**src/rtl/core/xsr_pkg.sv**
```systemverilog
// Package for the xorshift1024* ranged draw block.
// Holds widths, the multiplier, register indexes, mode codes and the
// controller command struct. No dependencies.
package xsr_pkg;
  localparam int unsigned WORD_W    = 64;
  localparam int unsigned POOL_N    = 16;
  localparam int unsigned PTR_W     = 4;
  localparam int unsigned MODE_W    = 3;
  localparam int unsigned CFG_IDX_W = 2;

  localparam logic [63:0] MULT = 64'd1181783497276652981;

  localparam logic [CFG_IDX_W-1:0] REG_MODE = 2'd0;
  localparam logic [CFG_IDX_W-1:0] REG_LOW  = 2'd1;
  localparam logic [CFG_IDX_W-1:0] REG_HIGH = 2'd2;

  localparam logic [MODE_W-1:0] MODE_FULL = 3'd0;
  localparam logic [MODE_W-1:0] MODE_T32  = 3'd1;
  localparam logic [MODE_W-1:0] MODE_T16  = 3'd2;
  localparam logic [MODE_W-1:0] MODE_T8   = 3'd3;
  localparam logic [MODE_W-1:0] MODE_RNG  = 3'd4;

  // Commands from the controller to the datapath.
  typedef struct packed {
    logic seed_wr;     // write seed word, clear pointer
    logic rd_s0;       // issue read of pool[ptr]
    logic rd_s1;       // capture s0, advance pointer, issue read of pool[ptr]
    logic mix;         // capture s1, compute new word, write it back
    logic mul_start;   // start the 64x64 multiply of the new word
    logic div_start;   // start buckets = ~0 / span
    logic quo_start;   // start product / buckets
    logic lim_start;   // start limit = buckets * span
    logic out_load;    // load shaped result into the output register
  } xsr_cmd_t;

  // Status back to the controller.
  typedef struct packed {
    logic mul_done;
    logic div_done;
    logic span_zero;
    logic reject;
  } xsr_sts_t;
endpackage

```
**src/rtl/core/xsr_ctrl.sv**
```systemverilog
// Controller FSM: sequences seed writes, generator steps, the bucket
// division, limit multiply, rejection loop and result hand-off.
// Depends on xsr_pkg.
module xsr_ctrl (
  input  logic                        clk,
  input  logic                        rst_n,
  input  logic                        in_valid,
  output logic                        in_ready,
  input  logic                        in_func,
  input  logic [xsr_pkg::MODE_W-1:0]  mode,
  output logic                        out_valid,
  input  logic                        out_ready,
  output xsr_pkg::xsr_cmd_t           cmd,
  input  xsr_pkg::xsr_sts_t           sts
);
  import xsr_pkg::*;

  localparam logic [3:0] S_IDLE = 4'd0, S_DIV = 4'd1, S_LIM = 4'd2,
                         S_RD0 = 4'd3, S_RD1 = 4'd4, S_MIX = 4'd5,
                         S_MUL = 4'd6, S_CHK = 4'd7, S_QUO = 4'd8,
                         S_OUT = 4'd9, S_FIN = 4'd10;

  logic [3:0] st_r, st_nxt;
  logic       ov_r, ov_nxt;
  logic       rng;

  assign rng = (mode == MODE_RNG) && !sts.span_zero;
  // The next draw may be accepted while the result still waits.
  assign in_ready  = (st_r == S_IDLE);
  assign out_valid = ov_r;

  always_comb begin
    st_nxt = st_r;
    ov_nxt = ov_r && !out_ready;
    cmd    = '0;
    case (st_r)
      S_IDLE: if (in_valid && in_ready) begin
        if (in_func) cmd.seed_wr = 1'b1;
        else if (rng) begin
          cmd.div_start = 1'b1; st_nxt = S_DIV;
        end else begin
          cmd.rd_s0 = 1'b1; st_nxt = S_RD1;
        end
      end
      S_DIV: if (sts.div_done) begin st_nxt = S_LIM; end
      S_LIM: begin cmd.lim_start = 1'b1; st_nxt = S_RD0; end
      S_RD0: if (sts.mul_done) begin cmd.rd_s0 = 1'b1; st_nxt = S_RD1; end
      S_RD1: begin cmd.rd_s1 = 1'b1; st_nxt = S_MIX; end
      S_MIX: begin cmd.mix = 1'b1; cmd.mul_start = 1'b1; st_nxt = S_MUL; end
      S_MUL: if (sts.mul_done) st_nxt = rng ? S_CHK : S_OUT;
      S_CHK: if (sts.reject) begin
        cmd.rd_s0 = 1'b1; st_nxt = S_RD1;
      end else begin
        cmd.quo_start = 1'b1; st_nxt = S_QUO;
      end
      S_QUO: if (sts.div_done) st_nxt = S_OUT;
      S_OUT: if (!ov_r || out_ready) begin
        cmd.out_load = 1'b1; st_nxt = S_FIN;
      end
      S_FIN: begin ov_nxt = 1'b1; st_nxt = S_IDLE; end
      default: st_nxt = S_IDLE;
    endcase
  end

  always_ff @(posedge clk) begin
    if (!rst_n) begin
      st_r <= S_IDLE;
      ov_r <= 1'b0;
    end else begin
      st_r <= st_nxt;
      ov_r <= ov_nxt;
    end
  end
endmodule

```
**config.mk**
```make
export PLATFORM = sky130hd
export DESIGN_NAME = xsr_ctrl
export DESIGN_NICKNAME = d
export VERILOG_FILES = /design/src/rtl/core/xsr_pkg.sv /design/src/rtl/core/xsr_ctrl.sv
export SDC_FILE = /design/constraint.sdc
export NUM_CORES = 1
export LEC_CHECK = 0
export BUFFER_PORTS_ARGS = -buffer_cell sky130_fd_sc_hd__buf_4
export CORE_AREA = 4 4 41 43
export CTS_CLUSTER_SIZE = 12
export DETAILED_ROUTE_END_ITERATION = 7
export DIE_AREA = 0 0 45 47
export PLACE_DENSITY_LB_ADDON = 0.08
export SLEW_MARGIN = 20
export SYNTH_ARGS = -nofsm -noshare
export SYNTH_HDL_FRONTEND = slang
export SYNTH_SLANG_ARGS = --single-unit
export TNS_END_PERCENT = 50
```
**constraint.sdc**
```tcl
create_clock -name clk -period 2.29 [get_ports clk]
set_input_delay 0.458 -clock clk [delete_from_list [all_inputs] [get_ports clk]]
set_output_delay 0.458 -clock clk [all_outputs]
set_load 0.005 [all_outputs]
```
==> results by group, run 1 <==
Yosys
  • Synthesized cell area: 528 um2
  • Post-synth EDFFs: 0
  • Ys async rst share: 0%
  • Syn_nets: 81
  • Area share of the largest cell type after synthesis: approximately a fifth
  • Syn Area/Cell: 7.65 um2
  • Seq/Total Area, Yosys: 19.0%
  • Ys flop type: dfxtp_1
  • Unique masters post-synth: 34
  • Top cells by area, synth: dfxtp_1, a21oi_1, a2111oi_4, nand2b_1, nand2_1
  • Largest area contributor in the netlist: dfxtp_1
  • Cells after Synth: approximately 70
  • Post-synth top cells: a21oi_1, nand2_1, nor2_1
  • Synth warn: 0
  • Seq cells post-synth: 5

Worst setup path
  • WP data arrival: 1.49 ns
  • RR Startpoint: st_r[2]
  • Startpoint types: primary input
  • Reg2Reg Setup Slack: slightly below 0.8 ns
  • Critical path type: primary input to output pin
  • CP endpoint kind: output pin
  • FF-to-FF path depth: 5
  • Crit-path max FO: 6
  • FF-to-FF End: st_r[0]
  • Required @ worst endpoint: 1.83 ns

Placement
  • Post-place setup slack: roughly 0.34 ns
  • Gp weighted congestion: 0.786
  • HPWL after DPL: 1.03 mm
  • PortBufs: 22

Finish
  • Fraction of layout cells with a size suffix above 1: roughly 37%
  • Layout net count: 105
  • Filler instances: 141
  • Final Util: 55.9%
  • Area Growth Syn to Fin: 37.7%
  • Diode count: 0

Drt
  • Final WL: between 1 and 1.5 mm
  • Residual DRC count: 0
  • Vias/cell: between 5 and 6
  • Post-route ant nets: 0
  • Post-DR wirelength/cell: 12.1 um
  • Initial DRT Pass Iterations: 4
  • Via count: 572
  • Starting DRT DRC Count: 8

Timing
  • # setup viols final: 0
  • Tmin final: a little under 2 ns
  • Worst setup margin: about 0.35 ns
  • Clock Skew: 0.00137 ns
  • Final hold vios: 0
  • Slew @ Worst Pin: between 0.3 and 0.4 ns
  • Setup_tns: 0 ns
  • WHS: approximately 0.51 ns
  • Maximum clock frequency: 0.515 GHz
  • Slew margin rel.: 75.9%
  • Max-slew violations: 0
  • Final period utilization: 84.9%
  • RSZ-0062 raised after global routing: false

Global route
  • M1 GR Usage: 18.2%
  • Routing usage on met3: 4.98%
  • Gr busiest metal: met2
  • First-pass GRT wire length: 2.30 mm
  • GRT overflow: 0
  • Antenna violations before repair: 0
  • Largest net degree at the start of global routing: 14
  • GRT Total Usage: around 15%
  • Met2 GRT Util: about a quarter
  • Vias in the first global route: 545

Power
  • Leak: 0.309 nW
  • PwrDens: 725 nW/um2
  • Worst IR Drop VDD: 0.322 mV

CTS
  • Clk Latency, worst-skew pair: 0.24 ns
  • Clk root buf: clkbuf_4
  • Clock slew at reported path FFs: 0.04 ns
  • CTS tree: done
  • Post CTS Setup Buffer Count: 0
  • CTS hold repair buffers: 0
  • Clk buf depth: 2
  • CTS Buf Count: 3
  • H-Tree Depth: 1
  • Resized Gates After CTS: 0
  • CTS Sinks: 5

Floorplanning
  • Initial Util: 40.6%
  • Ports: 23
  • Core ar.: ~1300 um2
  • Row Count: 13
  • Die Y: 47 um
  • Die outline width: ~45 um
  • DIE AREA: roughly 2100 um2

Min path
  • HP Start: rst_n
  • Hold Crit Class: primary input to flop
  • Min-Delay Endpoint: st_r[0]
  • Worst hold path depth: 3

Outcome
  • Run status: finished clean

Job
  • Maxcap violations: 0
## layer usage
layer / vias to the layer above / routed length [um] / part of all wire, %
li1: 299 / - / -
met3: 0 / 74 / 5.7
met4: 0 / 0 / 0
met5: - / 0 / 0
met2: 18 / 636 / 49
met1: 255 / 585 / 45
## registers in the layout (all words and copies together) (netlist names)
name	count
out_valid	1
st_r	4
## stage by stage
step                instance area [um2]  total power, mW  instances
finish                              727            0.527        107
floorplan                           528            0.320         69
global placement                    701            0.426        103
CTS                                 727            0.533        107
detailed placement                  701            0.428        103
global route                        727            0.575        107
## how the worst max path moves through the flow
stage	startpoint	to	slack, ns	cells past startpoint
2_1_floorplan	mode[1]	cmd[3]	0.51	3
3_3_place_gp	mode[1]	cmd[7]	0.35	5
3_5_place_dp	mode[1]	cmd[7]	0.34	5
4_1_cts	mode[1]	cmd[7]	0.34	5
5_1_grt	st_r[1]	cmd[3]	0.22	5
6_report	mode[1]	cmd[7]	0.35	5
## cells by family after synthesis
group	count (synthesis)	share of synthesized area, %
AO/OA/AOI/OAI	16	25.1
XOR/XNOR	1	1.66
buffers and inverters	10	9.95
flip-flops	5	19.0
multiplexers	3	6.63
AND/OR/NAND/NOR	34	37.7
## cell type report
type	instances	area [um2]	area share [%]
Sequential cell	5	100	13.8
Inverter	3	11.3	1.55
Tap cell	15	18.8	2.58
Multi-Input combinational cell	54	375	51.6
Clock buffer	4	26.3	3.61
Timing Repair Buffer	26	195	26.9
## critical path, cell delays in order
cell and delay (ns):
buf_4 0.11, or4b_4 0.59, nand4b_1 0.12, o31ai_1 0.07, buf_4 0.14
## cell usage in the layout (no fill, tap or decap), drive strengths merged, types with 3 or more instances in the layout
master | synthesis | layout
buf | 6 | 26
nor2 | 6 | 6
nand2 | 6 | 6
a21oi | 6 | 6
dfxtp | 5 | 5
nand2b | 4 | 4
clkbuf | 1 | 4
inv | 3 | 3
nor3 | 3 | 3
nor2b | 3 | 3
o21ai | 3 | 3
## where the power goes
group	internal, mW	leakage, nW	switching [mW]
sequential	0.100	0.0406	0.0205
clock	0.0658	0.0150	0.0356
combinational	0.155	0.254	0.149
total	0.321	0.309	0.205
Power figures use the tool's default switching activity.
==> inputs of run 2 (changes only) <==
--- a/config.mk
+++ b/config.mk
@@ -5,11 +5,12 @@
 export SDC_FILE = /design/constraint.sdc
 export NUM_CORES = 1
 export LEC_CHECK = 0
+export ABC_AREA = 1
 export BUFFER_PORTS_ARGS = -buffer_cell sky130_fd_sc_hd__buf_4
-export CORE_AREA = 4 4 41 43
+export CORE_AREA = 4 4 42 44
 export CTS_CLUSTER_SIZE = 12
 export DETAILED_ROUTE_END_ITERATION = 7
-export DIE_AREA = 0 0 45 47
+export DIE_AREA = 0 0 46 48
 export PLACE_DENSITY_LB_ADDON = 0.08
 export SLEW_MARGIN = 20
 export SYNTH_ARGS = -nofsm -noshare
==> constraint.sdc (replaced) <==
create_clock -name clk -period 1.6 [get_ports clk]
set_input_delay 0.32 -clock clk [delete_from_list [all_inputs] [get_ports clk]]
set_output_delay 0.32 -clock clk [all_outputs]
set_load 0.005 [all_outputs]
==> results by group, run 2 <==
Yosys
  • Syn Area/Cell: 5.11 um2 (was 7.65 um2)
  • Post-synth EDFFs: 0 (unchanged)
  • Multiplexer share of the synthesized area: 0% (was 6.64%)
  • Top cells by area, synth: nand2_1, dfxtp_1, nor2_1, inv_1, nand3_1 (was dfxtp_1, a21oi_1, a2111oi_4, nand2b_1, nand2_1)
  • Syn_nets: 120 (was 81)
  • Post-Synth Simple-Gate Area: 51.9% (was 37.7%)
  • Ys async rst share: 0% (unchanged)
  • Synth Area in XOR/XNOR: 0% (was 1.66%)
  • Unique masters post-synth: 15 (was 34)
  • Synthesized cell area: 552 um2 (was 528 um2)
  • Largest area contributor in the netlist: nand2_1 (was dfxtp_1)
  • Synthesized-area fraction occupied by adder cells: 0% (unchanged)
  • Most frequent cell after synthesis: nand2_1
  • Seq cells post-synth: 5 (unchanged)
  • Largest family of logic cells by synthesized area: simple AND/OR/NAND/NOR gates (unchanged)
  • Post-synth top cells: nand2_1, nor2_1, inv_1 (was a21oi_1, nand2_1, nor2_1)
  • Area share of the largest cell type after synthesis: 21.1% (was 19.0%)
  • Synth Area in Compound Gates: 12.9% (was 25.1%)
  • Cells after Synth: 108 (was 69)
  • Ys flop type: dfxtp_1 (unchanged)
  • Synth warn: 0 (unchanged)
  • Seq/Total Area, Yosys: 18.1% (was 19.0%)

Drt
  • Initial DRT Pass Iterations: 4 (unchanged)
  • Starting DRT DRC Count: 18 (was 8)
  • Via count: 771 (was 572)
  • Post-route ant nets: 0 (unchanged)
  • Post-DR wirelength/cell: 10.8 um (was 12.1 um)
  • Residual DRC count: 0 (unchanged)
  • Final WL: 1.68 mm (was 1.30 mm)
  • Vias/cell: 4.97 (was 5.35)

Worst setup path
  • Critical path type: flop to output pin (was primary input to output pin)
  • WP data arrival: 1.26 ns (was 1.49 ns)
  • Crit-path max FO: 5 (was 6)
  • Reg2Reg Setup Slack: 0.16 ns (was 0.77 ns)
  • Crit path buf inv count: 2 (unchanged)
  • CP max stage cell: dfxtp_4 (was or4b_4)
  • Crit path cell chain: inv_4, nor2_4, nand2_2, nor2_2, a21oi_1, o21ai_1, buf_4 (was buf_4, or4b_4, nand4b_1, o31ai_1, buf_4)
  • CP top delay family: flip-flops (was simple AND/OR/NAND/NOR gates)
  • Startpoint types: flop (was primary input)
  • RR Startpoint: st_r[3] (was st_r[2])
  • CP peak stage delay: 0.39 ns (was 0.59 ns)
  • FF-to-FF End: st_r[2] (was st_r[0])
  • CP endpoint kind: output pin (unchanged)
  • FF-to-FF path depth: 8 (was 5)
  • Required @ worst endpoint: 1.28 ns (was 1.83 ns)

Placement
  • Placement Cell Area: 729 um2 (was 701 um2)
  • Placed Cells: 145 (was 103)
  • HPWL after DPL: 1.22 mm (was 1.03 mm)
  • Gp weighted congestion: 0.851 (was 0.786)
  • PortBufs: 22 (unchanged)

Finish
  • Fin cells: 155 (was 107)
  • Biggest register: st_r (unchanged)
  • Layout net count: 152 (was 105)
  • Finished Cell Area: 836 um2 (was 727 um2)
  • Most common cell after layout, fill and taps aside: nand2_1 (was buf_4)
  • Most frequent cells in the layout: nand2_1, buf_4, inv_1 (was buf_4, nor2_1, nand2_1, a21oi_1, dfxtp_1)
  • Fraction of layout cells with a size suffix above 1: 39.6% (was 37.0%)
  • Max reg flops: 4 (unchanged)
  • Diode count: 0 (unchanged)
  • Final Util: 58.2% (was 55.9%)
  • Area Growth Syn to Fin: 51.5% (was 37.7%)

Timing
  • Maximum clock frequency: 0.632 GHz
  • Setup_tns: 0 ns (unchanged)
  • Slew margin rel.: 82.3% (was 75.9%)
  • Clock Skew: 0.000269 ns (was 0.00137 ns)
  • Tmin final: 1.58 ns
  • Final period utilization: a little over nine tenths
  • Final hold vios: 0 (unchanged)
  • Slew @ Worst Pin: 0.264 ns (was 0.361 ns)
  • RSZ-0062 raised after global routing: true (was false)
  • # setup viols final: 0 (unchanged)
  • Max-slew violations: 0 (unchanged)

Outcome
  • Run status: finished clean (unchanged)

Power
  • Worst IR Drop VDD: 0.288 mV (was 0.322 mV)
  • PwrDens: 784 nW/um2 (was 725 nW/um2)
  • Final Power: 655 uW (was 527 uW)
  • Leak: 0.455 nW (was 0.309 nW)

Floorplanning
  • Core ar.: 1440 um2 (was 1300 um2)
  • Row Count: 14 (was 13)
  • DIE AREA: 2210 um2 (was 2120 um2)
  • Initial Util: 38.4% (was 40.6%)
  • Die outline width: 46 um (was 45 um)
  • Ports: 23 (unchanged)
  • Die Y: 48 um (was 47 um)

CTS
  • CTS Sinks: 5 (unchanged)
  • CTS tree: done (unchanged)
  • H-Tree Depth: 1 (unchanged)
  • Clk root buf: clkbuf_4 (unchanged)
  • CTS Buf Count: 3 (unchanged)
  • CTS hold repair buffers: 0 (unchanged)
  • Clk buf depth: 2 (unchanged)
  • Clk Latency, worst-skew pair: 0.25 ns (was 0.24 ns)
  • Clock slew at reported path FFs: 0.04 ns (about the same)

Global route
  • GRT Total Usage: 16.7% (was 14.6%)
  • Vias in the first global route: 667 (was 545)
  • Largest net degree at the start of global routing: 8 (was 14)
  • GRT overflow: 0 (unchanged)
  • Antenna violations before repair: 0 (unchanged)
  • First-pass GRT wire length: 2.64 mm (was 2.30 mm)

Min path
  • Hold Crit Class: primary input to flop (unchanged)
  • Min-Delay Endpoint: st_r[3] (was st_r[0])
  • Worst hold path depth: 3 (unchanged)
  • HP Start: rst_n (unchanged)

Job
  • Maxcap violations: 0 (unchanged)
run 2: kinds of logic (layout without fill, tap and decap cells):
group                  after synthesis  after routing
AOI/OAI and AO/OA                   12             12
and+or+nand+nor                     67             67
DFF                                  5              5
buffers and inverters               24             55
run 2: worst min-delay path: stages:
cell and delay, ns:
buf_4 0.12, nand2_1 0.06, a21oi_1 0.03
run 2: metal layers:
metal | wire length (um) | GRT usage (%)
met1 | 659 | 19.6
met2 | 868 | 29.7
met3 | 126 | 1.50
met4 | 24 | 9.09
met5 | 0 | 0
run 2: worst max path at each step:
stage	from	to	depth (start not counted)
floorplan	st_r[1]	cmd[7]	5
global placement	st_r[1]	cmd[7]	6
CTS	st_r[3]	cmd[7]	6
global route	st_r[2]	cmd[7]	7
finish	st_r[2]	cmd[7]	7
detailed placement	st_r[1]	cmd[7]	6
run 2: cell type report:
| type | instances | area, um2 |
|---|---|---|
| Multi-Input combinational cell | 79 | 380 |
| Clock buffer | 4 | 26.3 |
| Inverter | 23 | 88.8 |
| Fill cell | 144 | 601 |
| Sequential cell | 5 | 110 |
| Timing Repair Buffer | 28 | 210 |
| Tap cell | 16 | 20.0 |
run 2: repair_timing:
item,CTS,global route
gates cloned,0,0
resized for setup,6,10
buffers inserted,3,3
pin swaps,2,3
endpoints found under the setup margin,2,5
run 2: stage by stage:
stage | hold WS, ns | setup WS [ns]
finish | 0.320 | 0.0179
global route | 0.334 | -0.0757
CTS | 0.317 | 0.000288
detailed placement | 0.527 | 0.120
global placement | 0.522 | 0.156
floorplan | 0.443 | 0.349
run 2: power breakdown:
group | internal, mW | leakage [nW] | total, mW | switching, mW
Clock | 0.0946 | 0.0150 | 0.151 | 0.0564
Sequential | 0.140 | 0.0430 | 0.164 | 0.0243
Combinational | 0.162 | 0.397 | 0.340 | 0.179
Total | 0.396 | 0.455 | 0.655 | 0.259
==> inputs of run 3 (changes only) <==
--- a/config.mk
+++ b/config.mk
@@ -8,10 +8,9 @@
 export ABC_AREA = 1
 export BUFFER_PORTS_ARGS = -buffer_cell sky130_fd_sc_hd__buf_4
 export CORE_AREA = 4 4 42 44
-export CTS_CLUSTER_SIZE = 12
 export DETAILED_ROUTE_END_ITERATION = 7
 export DIE_AREA = 0 0 46 48
-export PLACE_DENSITY_LB_ADDON = 0.08
+export PLACE_DENSITY = 0.78
 export SLEW_MARGIN = 20
 export SYNTH_ARGS = -nofsm -noshare
 export SYNTH_HDL_FRONTEND = slang
==> results by group, run 3 (same netlist as run 2, synthesis figures left out) <==
Power
  • Sw frac: 39.9% (was 39.6%)
  • Leak: 0.449 nW (was 0.455 nW)
  • Flop pwr share: 25.7% (was 25.0%)
  • Cell internal pwr: 383 uW (was 396 uW)
  • Worst IR Drop VDD: 0.408 mV (was 0.288 mV)
  • Clock share of power: 23.0% (was 23.1%)
  • Final Power: 637 uW (was 655 uW)
  • Psw: 254 uW (was 259 uW)
  • PwrDens: 761 nW/um2 (was 784 nW/um2)
  • Gate power share: 51.3% (was 51.9%)

Worst setup path
  • Required @ worst endpoint: 1.28 ns (about the same)
  • Setup crit end: cmd[7] (unchanged)
  • Reg2Reg Setup Slack: 0.24 ns (was 0.16 ns)
  • CP endpoint kind: output pin (unchanged)
  • FF-to-FF path depth: 7 (was 8)
  • Critical path startpoint: st_r[3] (was st_r[2])
  • RR Startpoint: st_r[2] (was st_r[3])
  • Critical path type: flop to output pin (unchanged)
  • WP data arrival: 1.27 ns (was 1.26 ns)
  • Startpoint types: flop (unchanged)
  • FF-to-FF End: st_r[3] (was st_r[2])
  • Crit-path max FO: 5 (unchanged)

Floorplanning
  • Core ar.: 1440 um2 (unchanged)
  • Die outline width: 46 um (unchanged)
  • Die Y: 48 um (unchanged)
  • Ports: 23 (unchanged)
  • Initial Util: 38.4% (unchanged)
  • Row Count: 14 (unchanged)
  • DIE AREA: 2210 um2 (unchanged)

Drt
  • Residual DRC count: 0 (unchanged)
  • Final WL: 1.58 mm (was 1.68 mm)
  • Initial DRT Pass Iterations: 4 (unchanged)
  • Post-DR wirelength/cell: 10.4 um (was 10.8 um)
  • Vias/cell: 4.78 (was 4.97)
  • Post-route ant nets: 0 (unchanged)
  • Starting DRT DRC Count: 21 (was 18)
  • Via count: 731 (was 771)

CTS
  • CTS Buf Count: 3 (unchanged)
  • CTS Sinks: 5 (unchanged)
  • Clk root buf: clkbuf_4 (unchanged)
  • CTS hold repair buffers: 0 (unchanged)
  • Clk Latency, worst-skew pair: 0.24 ns (was 0.25 ns)
  • Clk buf depth: 2 (unchanged)
  • CTS tree: done (unchanged)
  • H-Tree Depth: 1 (unchanged)
  • Clock slew at reported path FFs: 0.04 ns (about the same)

Timing
  • Final period utilization: 99.7% (was 98.9%)
  • Slew margin rel.: 83.3% (was 82.3%)
  • Max-slew violations: 0 (unchanged)
  • Tmin final: 1.59 ns (was 1.58 ns)
  • Maximum clock frequency: 0.627 GHz (was 0.632 GHz)
  • Slew @ Worst Pin: 0.248 ns (was 0.264 ns)
  • Final hold vios: 0 (unchanged)
  • RSZ-0062 raised after global routing: true (unchanged)
  • Clock Skew: 0.00194 ns (was 0.000269 ns)
  • # setup viols final: 0 (unchanged)
  • Worst setup margin: 0.00548 ns (was 0.0179 ns)

Outcome
  • Run status: finished clean (unchanged)

Min path
  • Hold Crit Class: primary input to flop (unchanged)

Job
  • Maxcap violations: 0 (unchanged)

Finish
  • Fraction of layout cells with a size suffix above 1: 39.4% (was 39.6%)
  • Layout net count: 150 (was 152)
  • Max reg flops: 4 (unchanged)
  • Most frequent cells in the layout: nand2_1, buf_4, inv_1 (unchanged)
  • Biggest register: st_r (unchanged)
  • Filler instances: 136 (was 144)
  • Diode count: 0 (unchanged)
  • Most common cell after layout, fill and taps aside: nand2_1 (unchanged)
  • Area Growth Syn to Fin: 51.7% (was 51.5%)

Global route
  • Vias in the first global route: 540 (was 667)
  • First-pass GRT wire length: 2.26 mm (was 2.64 mm)
  • GRT overflow: 0 (unchanged)
  • Antenna violations before repair: 0 (unchanged)
  • Largest net degree at the start of global routing: 8 (unchanged)
  • GRT Total Usage: 14.2% (was 16.7%)

Placement
  • Post-place setup slack: 0.112 ns (was 0.120 ns)
  • HPWL after DPL: 1.20 mm (was 1.22 mm)
  • Gp weighted congestion: 0.879 (was 0.851)
  • PortBufs: 22 (unchanged)
[run 3: cell types whose count changed in the layout (fill, tap and decap cells not counted), sizes merged]
cell	previous run	this run
buf	28	26
[run 3: stage by stage]
step | instance area [um2] | std cells | hold slack (ns) | util, % | TNS (ns)
floorplan | 552 | 108 | 0.443 | - | 0
finish | 837 | 153 | 0.307 | 58.3 | 0
global route | 837 | 153 | 0.305 | 58.3 | -0.114
CTS | 782 | 150 | 0.299 | 54.4 | -0.0145
global placement | 729 | 145 | 0.516 | 50.8 | 0
detailed placement | 729 | 145 | 0.526 | 50.8 | 0
[run 3: per-layer routing]
layer	global-route usage, %	share of wire [%]	vias up	wire, um
met3	5.64	9.0	2	142
met1	19.2	41	315	643
met2	21.2	50	32	791
met4	2.84	0.44	0	7
li1	-	-	382	-
met5	0	0	-	0
[run 3: power groups by stage]
stage / registers, mW / logic, mW / clock network [mW]
final: 0.164 / 0.327 / 0.147
after global routing: 0.166 / 0.359 / 0.162
after CTS: 0.160 / 0.289 / 0.155
after detailed placement: 0.156 / 0.272 / 0
after global placement: 0.155 / 0.269 / 0
after floorplan: 0.153 / 0.179 / 0
[run 3: layout make-up]
type / count / area (um2) / area share [%]
inverters: 23 / 88.8 / 10.6
clock buffers: 4 / 26.3 / 3.14
multi-input cells: 79 / 399 / 47.7
repair buffers: 26 / 195 / 23.3
flip-flops and latches: 5 / 108 / 12.9
well taps: 16 / 20.0 / 2.39
[run 3: how the worst min path moves through the flow]
| stage | slack, ns | startpoint | to | cells past startpoint |
|---|---|---|---|---|
| floorplan | 0.44 | rst_n | st_r[3] | 2 |
| global placement | 0.52 | st_r[0] | st_r[0] | 2 |
| detailed placement | 0.53 | st_r[0] | st_r[0] | 2 |
| CTS | 0.30 | rst_n | st_r[3] | 3 |
| global route | 0.31 | rst_n | st_r[3] | 3 |
| finish | 0.31 | rst_n | st_r[3] | 3 |
[run 3: worst max-delay path, cell delays in order, from the launching register on]
cell     delay, ns
dfxtp_2       0.36
nor2_4        0.17
nand2_2       0.10
nor2_2        0.13
a21oi_2       0.07
o21ai_1       0.07
buf_4         0.12
[run 3: repair_timing]
action / 4_1_cts / 5_1_grt
resized for setup: 8 / 11
hold endpoints to repair: 0 / 0
pin swaps: 2 / 5
setup buffers: 1 / 3
setup endpoints to repair: 2 / 3
